File: src/hdl/sitda_pkg.sv
// Shared types and constants for the signed integer to decimal ASCII converter.
package sitda_pkg;

  // Decimal digits held for a magnitude of up to 32 bits (2^31 has ten digits)
  localparam int DIGIT_SLOTS = 10;
  localparam int DIG_IDX_W   = $clog2(DIGIT_SLOTS);
  localparam int BCD_W       = 4 * DIGIT_SLOTS;
  // Character position counter: covers a padded length of up to 31
  localparam int LEN_W       = 6;

  localparam logic [6:0] CHAR_ZERO  = 7'h30;
  localparam logic [6:0] CHAR_MINUS = 7'h2D;

  // Commands from controller to datapath
  typedef struct packed {
    logic load;   // capture value and digit count
    logic shift;  // one shift-add-3 conversion step
    logic prep;   // set character position, send sign if negative
    logic emit;   // send one digit character
  } cmd_t;

  // Status from datapath to controller
  typedef struct packed {
    logic conv_last;  // final conversion step this cycle
    logic pos_zero;   // current character is the last one
  } sts_t;

endpackage

File: src/hdl/sitda_ctrl.sv
// Controller state machine for the signed integer to decimal ASCII converter.
module sitda_ctrl (
  input  logic             clk,
  input  logic             rst_n,
  input  logic             start,
  output logic             busy,
  input  sitda_pkg::sts_t  sts,
  output sitda_pkg::cmd_t  cmd
);
  import sitda_pkg::*;

  typedef enum logic [3:0] {
    ST_IDLE  = 4'b0001,
    ST_CONV  = 4'b0010,
    ST_PREP  = 4'b0100,
    ST_DIGIT = 4'b1000
  } state_t;

  state_t state_r, state_nxt;

  // Advance the state
  always_ff @(posedge clk) begin
    if (!rst_n) begin
      state_r <= ST_IDLE;
    end else begin
      state_r <= state_nxt;
    end
  end

  // Next state and datapath commands
  always_comb begin
    state_nxt = state_r;
    cmd       = '0;
    unique case (state_r)
      ST_IDLE: begin
        if (start) begin
          cmd.load  = 1'b1;
          state_nxt = ST_CONV;
        end
      end
      ST_CONV: begin
        cmd.shift = 1'b1;
        if (sts.conv_last) begin
          state_nxt = ST_PREP;
        end
      end
      ST_PREP: begin
        cmd.prep  = 1'b1;
        state_nxt = ST_DIGIT;
      end
      ST_DIGIT: begin
        cmd.emit = 1'b1;
        if (sts.pos_zero) begin
          state_nxt = ST_IDLE;
        end
      end
      default: begin
        state_nxt = ST_IDLE;
      end
    endcase
  end

  assign busy = (state_r != ST_IDLE);

  // A transfer in always starts a conversion
  a_start_conv: assert property (@(posedge clk) disable iff (!rst_n)
    (start && !busy) |=> (state_r == ST_CONV))
    else $error("accepted item did not start conversion");

  // Conversion runs until the datapath flags the final step
  a_conv_hold: assert property (@(posedge clk) disable iff (!rst_n)
    (state_r == ST_CONV && !sts.conv_last) |=> (state_r == ST_CONV))
    else $error("conversion left early");

  // The last digit returns the block to idle
  a_digit_end: assert property (@(posedge clk) disable iff (!rst_n)
    (state_r == ST_DIGIT && sts.pos_zero) |=> (state_r == ST_IDLE))
    else $error("no return to idle after last digit");

endmodule

File: src/hdl/sitda_dp.sv
// Datapath: magnitude capture, shift-add-3 conversion and character output.
module sitda_dp #(
  parameter int VALUE_BITS = 32,
  parameter int MAX_PAD    = 16
) (
  input  logic             clk,
  input  logic             rst_n,
  input  logic [31:0]      in_value,
  input  logic [4:0]       in_min_digits,
  input  sitda_pkg::cmd_t  cmd,
  output sitda_pkg::sts_t  sts,
  output logic             out_strobe,
  output logic [6:0]       out_character,
  output logic             out_is_last
);
  import sitda_pkg::*;

  localparam int CNT_W = $clog2(VALUE_BITS);
  localparam logic [6:0] MAX_PAD_W = 7'(MAX_PAD);

  logic [VALUE_BITS-1:0]             bin_r;
  logic [DIGIT_SLOTS-1:0][3:0]       bcd_r;
  logic [DIGIT_SLOTS-1:0][3:0]       bcd_adj;
  logic [DIGIT_SLOTS-1:0][3:0]       bcd_shift;
  logic                              neg_r;
  logic [4:0]                        pad_r;
  logic [4:0]                        pad_sat;
  logic [CNT_W-1:0]                  bcnt_r;
  logic [LEN_W-1:0]                  pos_r;
  logic [LEN_W-1:0]                  len;
  logic [DIG_IDX_W:0]                ndig;
  logic [VALUE_BITS-1:0]             raw;
  logic [VALUE_BITS-1:0]             mag;
  logic [3:0]                        cur_digit;
  logic                              out_strobe_r;
  logic [6:0]                        out_character_r;
  logic                              out_is_last_r;

  // Magnitude of the input; the most negative value maps onto itself
  assign raw = in_value[VALUE_BITS-1:0];
  assign mag = raw[VALUE_BITS-1] ? (~raw + 1'b1) : raw;

  // Saturate the digit count at MAX_PAD
  assign pad_sat = ({2'b00, in_min_digits} > MAX_PAD_W) ? MAX_PAD_W[4:0] : in_min_digits;

  // Add 3 to every digit of five or more, then shift in the next binary bit
  always_comb begin
    for (int d = 0; d < DIGIT_SLOTS; d++) begin
      bcd_adj[d] = (bcd_r[d] >= 4'd5) ? (bcd_r[d] + 4'd3) : bcd_r[d];
    end
  end
  assign bcd_shift = BCD_W'({bcd_adj, bin_r[VALUE_BITS-1]});

  // Significant digit count: one above the highest nonzero digit
  always_comb begin
    ndig = '0;
    for (int d = 0; d < DIGIT_SLOTS; d++) begin
      if (bcd_r[d] != 4'd0) begin
        ndig = (DIG_IDX_W + 1)'(d + 1);
      end
    end
  end

  // Output length: max of significant digits, padding and one
  always_comb begin
    len = LEN_W'(ndig);
    if (LEN_W'(pad_r) > len) begin
      len = LEN_W'(pad_r);
    end
    if (len == '0) begin
      len = LEN_W'(1);
    end
  end

  // Digit at the current position; positions above the stored digits are zero
  assign cur_digit = (pos_r < LEN_W'(DIGIT_SLOTS)) ? bcd_r[pos_r[DIG_IDX_W-1:0]] : 4'd0;

  // Conversion registers
  always_ff @(posedge clk) begin
    if (cmd.load) begin
      bin_r  <= mag;
      bcd_r  <= '0;
      neg_r  <= raw[VALUE_BITS-1];
      pad_r  <= pad_sat;
      bcnt_r <= CNT_W'(VALUE_BITS - 1);
    end else if (cmd.shift) begin
      bin_r  <= bin_r << 1;
      bcd_r  <= bcd_shift;
      bcnt_r <= bcnt_r - 1'b1;
    end
  end

  // Character position: set from the length, count down per digit
  always_ff @(posedge clk) begin
    if (cmd.prep) begin
      pos_r <= len - 1'b1;
    end else if (cmd.emit) begin
      pos_r <= pos_r - 1'b1;
    end
  end

  // Result register: one transfer per strobe
  always_ff @(posedge clk) begin
    if (!rst_n) begin
      out_strobe_r <= 1'b0;
    end else begin
      out_strobe_r <= (cmd.prep & neg_r) | cmd.emit;
    end
  end

  always_ff @(posedge clk) begin
    if (cmd.prep) begin
      out_character_r <= CHAR_MINUS;
      out_is_last_r   <= 1'b0;
    end else if (cmd.emit) begin
      out_character_r <= CHAR_ZERO + {3'b000, cur_digit};
      out_is_last_r   <= (pos_r == '0);
    end
  end

  assign sts.conv_last = (bcnt_r == '0);
  assign sts.pos_zero  = (pos_r == '0);

  assign out_strobe    = out_strobe_r;
  assign out_character = out_character_r;
  assign out_is_last   = out_is_last_r;

endmodule

File: src/hdl/signed_int_to_decimal_ascii.sv
// After the start transfer, the shift-add-3 conversion takes in one bit of VALUE_BITS
// per cycle; then '-' goes out when the value is negative, followed by the digits.
// Characters go out one per cycle: optional '-' and max(digits, min(min_digits, MAX_PAD), 1) digits.
// A new start is accepted only once the block is idle again, as the final character goes out.
// Reset (rst_n low, synchronous) returns the controller to idle and drops the strobe.
// The receiver cannot stall: each result stands on the outputs for exactly one cycle.
module signed_int_to_decimal_ascii #(
  parameter int VALUE_BITS = 32,
  parameter int MAX_PAD    = 16
) (
  input  logic        clk,
  input  logic        rst_n,
  input  logic        start,
  output logic        busy,
  input  logic [31:0] in_value,
  input  logic [4:0]  in_min_digits,
  output logic        out_strobe,
  output logic [6:0]  out_character,
  output logic        out_is_last
);
  import sitda_pkg::*;

  cmd_t cmd;
  sts_t sts;

  // Sequence the conversion and the character output
  sitda_ctrl u_ctrl (
    .clk   (clk),
    .rst_n (rst_n),
    .start (start),
    .busy  (busy),
    .sts   (sts),
    .cmd   (cmd)
  );

  // Convert and send characters
  sitda_dp #(
    .VALUE_BITS (VALUE_BITS),
    .MAX_PAD    (MAX_PAD)
  ) u_dp (
    .clk           (clk),
    .rst_n         (rst_n),
    .in_value      (in_value),
    .in_min_digits (in_min_digits),
    .cmd           (cmd),
    .sts           (sts),
    .out_strobe    (out_strobe),
    .out_character (out_character),
    .out_is_last   (out_is_last)
  );

  // Going idle coincides with the transfer of the final character
  a_idle_last: assert property (@(posedge clk) disable iff (!rst_n)
    $fell(busy) |-> (out_strobe && out_is_last))
    else $error("block went idle without a final character");

endmodule
File: config.mk
export PLATFORM = sky130hd
export DESIGN_NAME = signed_int_to_decimal_ascii
export DESIGN_NICKNAME = d
export VERILOG_FILES = /design/src/hdl/sitda_pkg.sv /design/src/hdl/sitda_ctrl.sv /design/src/hdl/sitda_dp.sv /design/src/hdl/signed_int_to_decimal_ascii.sv
export SDC_FILE = /design/constraint.sdc
export NUM_CORES = 1
export LEC_CHECK = 0
export BUFFER_PORTS_ARGS = -buffer_cell sky130_fd_sc_hd__buf_4
export CORE_MARGIN = 5
export CORE_UTILIZATION = 50
export DETAILED_ROUTE_END_ITERATION = 8
export GPL_TIMING_DRIVEN = 0
export PLACE_DENSITY = 0.79
export SKIP_LAST_GASP = 1
export SLEW_MARGIN = 5
export SYNTH_ARGS = -nofsm -noshare
export SYNTH_HDL_FRONTEND = slang
export SYNTH_SLANG_ARGS = --single-unit
File: constraint.sdc
create_clock -name clk -period 8.92 [get_ports clk]
set_input_delay 1.784 -clock clk [delete_from_list [all_inputs] [get_ports clk]]
set_output_delay 1.784 -clock clk [all_outputs]
set_load 0.01 [all_outputs]
### After elaboration in Yosys (flattened, before gate mapping)

Cells that the tools add are included.

* flip-flop bits (word level): 102

* add/subtract/negate cells: 15
* magnitude comparators: 14
* eq/ne operators: 8
* mux-type cells: 39
* bitwise operators: 3
* reductions and logical operators: 16

Operators by type and width (count)
* two-way mux 32 bit: 3
* two-way mux 4 bit: 17
* greater-or-equal comparator 4 x 3 -> 1 bit (second input constant): 10
* nonzero test 4 bit: 10
* adder 4 x 2 -> 4 bit (second input constant): 9
* adder 32 x 1 -> 32 bit (second input constant): 1
* inverter 32 bit: 1
* binary-select mux 4 bit (select 4 bit): 1
* case mux 4 bit (4 select lines): 1
* two-way mux 3 bit: 5
* zero test 6 bit: 2
* two-way mux 6 bit: 2
* two-way mux 5 bit: 2
* adder 6 x 4 -> 7 bit (first input constant): 1
* < comparator 6 x 4 -> 1 bit (second input constant): 1
* two-way mux 1 bit: 6
* != test 2 bit (second input constant): 3
* subtractor 5 x 1 -> 6 bit (second input constant): 1
* subtractor 6 x 1 -> 6 bit (second input constant): 1
* > comparator 5 x 4 -> 1 bit: 1
* > comparator 5 bit (second input constant): 1
* zero test 5 bit: 1
* < comparator 4 x 5 -> 1 bit (second input constant): 1
* subtractor 5 x 1 -> 5 bit (second input constant): 1
* other kinds (11): 13

### Depth between registers and ports, before layout

* depth after elaboration: 17
* mapped depth: 17
* depth with buffers taken out: 17

### Modules after synthesis

Synthesis repeated with hierarchy kept, for this count alone.

* cell total of the unflattened synthesis: 688
* area total of the unflattened synthesis: 6143.4 µm²

Modules (own cells, without submodules)
* sitda_dp: instances 1, cells an instance 659, area each 5875.6 µm²
* sitda_ctrl: instances 1, cells an instance 29, area each 267.8 µm²

### Worst setup path after synthesis

OpenSTA, ideal clock, no wires.

* kind: input-to-reg
* start: input port in_value[4]
* end: register u_dp.bin_r[28] (data pin)
* library setup time: 0.265 ns
* arrival time: 3.874 ns
* data required time: 8.655 ns
* slack: 4.781 ns
* cell stages on the path: 8
* buffers on the path: 1
* cell sequence: or3_4 -> or3b_4 -> or3b_1 -> buf_2 -> or3_4 -> o41ai_4 -> xor2_1 -> o21ai_1

* cells in the longest elaborated chain, start to end: 4

Ends and longest elaborated chain
* from (decl): RTL line signed_int_to_decimal_ascii.sv:15 `input logic [31:0] in_value,`
* inverter 32 bit: RTL line sitda_dp.sv:41 `assign mag = raw[VALUE_BITS-1] ? (~raw + 1'b1) : raw;`
* adder 32 x 1 -> 32 bit: RTL line sitda_dp.sv:41
* two-way mux 32 bit: RTL line sitda_dp.sv:41
* two-way mux 32 bit: RTL line sitda_dp.sv:80 `if (cmd.load) begin`
* to (signal assigned): RTL line sitda_dp.sv:81 `bin_r <= mag;`
* to (signal assigned): RTL line sitda_dp.sv:87 `bin_r <= bin_r << 1;`
* to (decl): RTL line sitda_dp.sv:21 `logic [VALUE_BITS-1:0] bin_r;`

Every way passes these cells.
A chain may end at the register's enable or synchronous reset.

### Worst setup path after layout

* start: input port in_value[8]
* end: register u_dp.bin_r[28] (data pin)

The elaborated chain is that of the path after synthesis.

==> flow_summary.json <==
{
  "yosysWarnings": 0,
  "cts_resized": 0,
  "synth_enable_flop_cells": 44,
  "drtPass1Iterations": 5,
  "skew_ns": 0.00860,
  "clkLatencyLatePin_ns": 0.35,
  "first_global_vias": 5063,
  "fin_util": 0.585,
  "status": "completed",
  "r2r-end": "u_dp.pos_r[2]",
  "ys_ff_latch": 100,
  "synth-main-ff-cell": "dfxtp_1",
  "ff2ff_path_depth": 15,
  "p_int_uw": 753,
  "r2r_slack_ns": 4.76,
  "die_w_um": 119,
  "cp_cell_sequence": "buf_4 > or4_1 > nor4_2 > or3b_1 > buf_2 > or3_4 > o41ai_4 > xor2_1 > o21ai_1",
  "grt_pass1_wl_mm": 24.2,
  "p_leak_nw": 2.55,
  "comb_power_share": 0.121,
  "crit_buf_inv": 2,
  "critical_path_class": "primary input to flop",
  "ir_drop_mv": 0.109,
  "synthArstFlopShare": 0,
  "drive_above_1_share": 0.121,
  "layout_min_cycle_time_ns": 4.18,
  "min_period_over_period": 0.468,
  "cts_setup_buffers": 0,
  "syn_nets": 724,
  "diodes": 0,
  "hold_depth": 2,
  "hold_viol_final": 0,
  "fp.coreArea_um2": 11500,
  "timing.rr.start": "u_dp.bcd_r[20]",
  "avgRoutedWirePerCell_um": 16.7,
  "clockBufferDepth": 2,
  "power_switching_uw": 272,
  "power_density_nw_per_um2": 152,
  "power.share.sequential": 0.512,
  "syn_inst": 656,
  "path_depth": 9,
  "power_frac_clock": 0.367,
  "tightest_slew_ns": 1.29,
  "cpLargestDelayFamily": "simple AND/OR/NAND/NOR gates",
  "grt_max_degree": 33,
  "die_h_um": 119,
  "avgSynthCellArea_um2": 9.03,
  "path_max_fanout": 6,
  "area_growth_pct": 13.7,
  "grt_antenna_before_repair": 0,
  "ant_nets": 0,
  "cp.required_ns": 9.00,
  "max-cap-violations": 0,
  "netlist_area_um2": 5930,
  "slew_viol_final": 0,
  "path_clk_slew_ns": 0.07,
  "dp.final_hpwl_mm": 10.6,
  "initial_core_util": 0.515,
  "multiInputGateArea_um2": 3220,
  "row_count": 39,
  "cts.sinks": 100,
  "routed_wl_mm": 14.4,
  "grt.overflow.total": 0,
  "power.total_mw": 1.02,
  "rsz0062_at_grt": "no",
  "remaining_drc_errors": 0,
  "critical_path.slowest_cell": "or4_1",
  "cp-end-kind": "flop",
  "fillers": 1012,
  "avgViaCountPerCell": 5.96,
  "gp_congestion": 0.867,
  "cts_root_buf": "clkbuf_16",
  "tns_ns": 0,
  "worstSetupStartpointType": "primary input",
  "slew_headroom": 0.139,
  "fp.dieArea_um2": 14100,
  "track_usage": 0.206,
  "finalSetupViolCount": 0,
  "arrival_ns": 4.26,
  "io_buffers": 47,
  "synth.distinct_cells": 57,
  "slowest_delay_ns": 0.61,
  "sw_frac_of_total": 0.265,
  "crit_end": "u_dp.bin_r[28]",
  "drtIter0Drc": 548,
  "ios": 50,
  "hold_path.class": "flop to flop",
  "crit_start": "in_value[8]",
  "cts_made_buffers": 9,
  "maxClockFrequency_ghz": 0.240,
  "vias": 5140,
  "ys_seq_area_frac": 0.412,
  "layout.nets": 782,
  "cts_tree": "done",
  "cts_hold_buf": 0,
  "htree_levels": 3,
  "regArea_um2": 2440
}
==> cell usage in the layout (no fill, tap or decap), types with 3 or more instances in the layout <==
| master | netlist | routed |
|---|---|---|
| a21oi_1 | 52 | 52 |
| a221o_1 | 3 | 3 |
| a31oi_1 | 4 | 4 |
| and3_1 | 3 | 3 |
| buf_1 | 4 | 4 |
| buf_4 | 2 | 49 |
| clkbuf_1 | 28 | 28 |
| clkbuf_16 | 0 | 9 |
| dfxtp_1 | 56 | 56 |
| edfxtp_1 | 44 | 44 |
| ha_1 | 28 | 28 |
| inv_1 | 32 | 32 |
| mux2i_1 | 10 | 10 |
| mux4_2 | 8 | 8 |
| nand2_1 | 66 | 66 |
| nand2b_1 | 10 | 10 |
| nand3_1 | 36 | 36 |
| nand3b_1 | 4 | 4 |
| nor2_1 | 39 | 39 |
| nor2b_1 | 8 | 8 |
| nor3b_1 | 13 | 13 |
| nor4_1 | 4 | 4 |
| nor4b_1 | 5 | 5 |
| o21ai_0 | 73 | 73 |
| o21ai_1 | 10 | 10 |
| o22ai_1 | 4 | 4 |
| o31ai_1 | 15 | 15 |
| o41ai_1 | 6 | 6 |
| or3_1 | 4 | 4 |
| or3_4 | 3 | 3 |
| or4_1 | 4 | 4 |
| xnor2_1 | 14 | 14 |
| xor2_1 | 31 | 31 |
==> how the worst min path moves through the flow <==
stage / startpoint / endpoint / slack [ns]
final: u_dp.bin_r[31] / u_dp.bcd_r[0] / 0.45
after global routing: u_dp.bin_r[31] / u_dp.bcd_r[0] / 0.47
after CTS: u_dp.bin_r[31] / u_dp.bcd_r[0] / 0.45
after detailed placement: u_dp.bin_r[31] / u_dp.bcd_r[0] / 0.44
after global placement: u_dp.bin_r[31] / u_dp.bcd_r[0] / 0.43
after floorplan: u_dp.bin_r[31] / u_dp.bcd_r[0] / 0.42
==> metrics by stage <==
step | hold slack (ns) | worst slack [ns] | std cells | cell area, um2
2_1_floorplan | 0.418 | 4.78 | 656 | 5930
3_3_place_gp | 0.426 | 4.53 | 846 | 6460
5_1_grt | 0.474 | 4.42 | 862 | 6740
6_report | 0.453 | 4.74 | 862 | 6740
4_1_cts | 0.451 | 4.77 | 862 | 6740
3_5_place_dp | 0.438 | 4.40 | 846 | 6460
==> cell families (layout without fill, tap and decap cells) <==
group                    after synthesis  in the layout  synth area share
other                                  2              2           0.00127
adder cells (fa/ha/maj)               28             28            0.0591
XOR/XNOR                              45             45            0.0665
AND/OR/NAND/NOR                      211            211             0.185
AO/OA/AOI/OAI                        185            185             0.185
buffers and inverters                 67            130            0.0439
flip-flops                           100            100             0.412
multiplexers                          18             18            0.0473
==> power groups by stage <==
stage | combinational, mW | clock [mW] | sequential [mW]
CTS | 0.124 | 0.380 | 0.525
global placement | 0.117 | 0 | 0.534
floorplan | 0.0755 | 0 | 0.531
global route | 0.139 | 0.401 | 0.527
finish | 0.124 | 0.376 | 0.524
detailed placement | 0.123 | 0 | 0.535
==> sequential cells by signal, indices dropped and copies added (netlist names) <==
signal,cells
u_ctrl.state_r,4
u_dp.bcd_r,40
u_dp.bcnt_r,5
u_dp.bin_r,32
u_dp.neg_r,1
u_dp.out_character,5
u_dp.out_is_last,1
u_dp.out_strobe,1
u_dp.pad_r,5
u_dp.pos_r,6
==> cell usage after synthesis (8+ instances only) <==
library cell,count,area [um2]
edfxtp_1,44,1320
nor2_1,39,146
nand3_1,36,180
nor3b_1,13,97.6
inv_1,32,120
mux4_2,8,180
clkbuf_1,28,105
nand2b_1,10,62.6
nor2b_1,8,50.1
xor2_1,31,272
mux2i_1,10,100
ha_1,28,350
nand2_1,66,248
o21ai_1,10,50.1
a21oi_1,52,260
xnor2_1,14,123
o21ai_0,73,365
o31ai_1,15,113
dfxtp_1,56,1120
==> metal layers <==
metal,GRT usage,vias to the layer above,share of wire
met4,0.0666,0,0.018
met2,0.346,211,0.50
met5,0,-,0
met1,0.272,2422,0.42
met3,0.0346,30,0.068
li1,-,2477,-
==> tightest hold or removal path: stages, from the launching register on <==
cell and delay (ns):
edfxtp_1 0.32, nand2_1 0.05, o31ai_1 0.05
==> layout make-up <==
type | count | share of cell area
inverters | 32 | 0.0178
flip-flops and latches | 100 | 0.362
clock inverters | 7 | 0.00854
clock buffers | 9 | 0.0334
multi-input cells | 489 | 0.478
well taps | 143 | 0.0265
plain buffers | 35 | 0.0208
repair buffers | 47 | 0.0523
No activity file was read; power rests on OpenSTA's default activity.
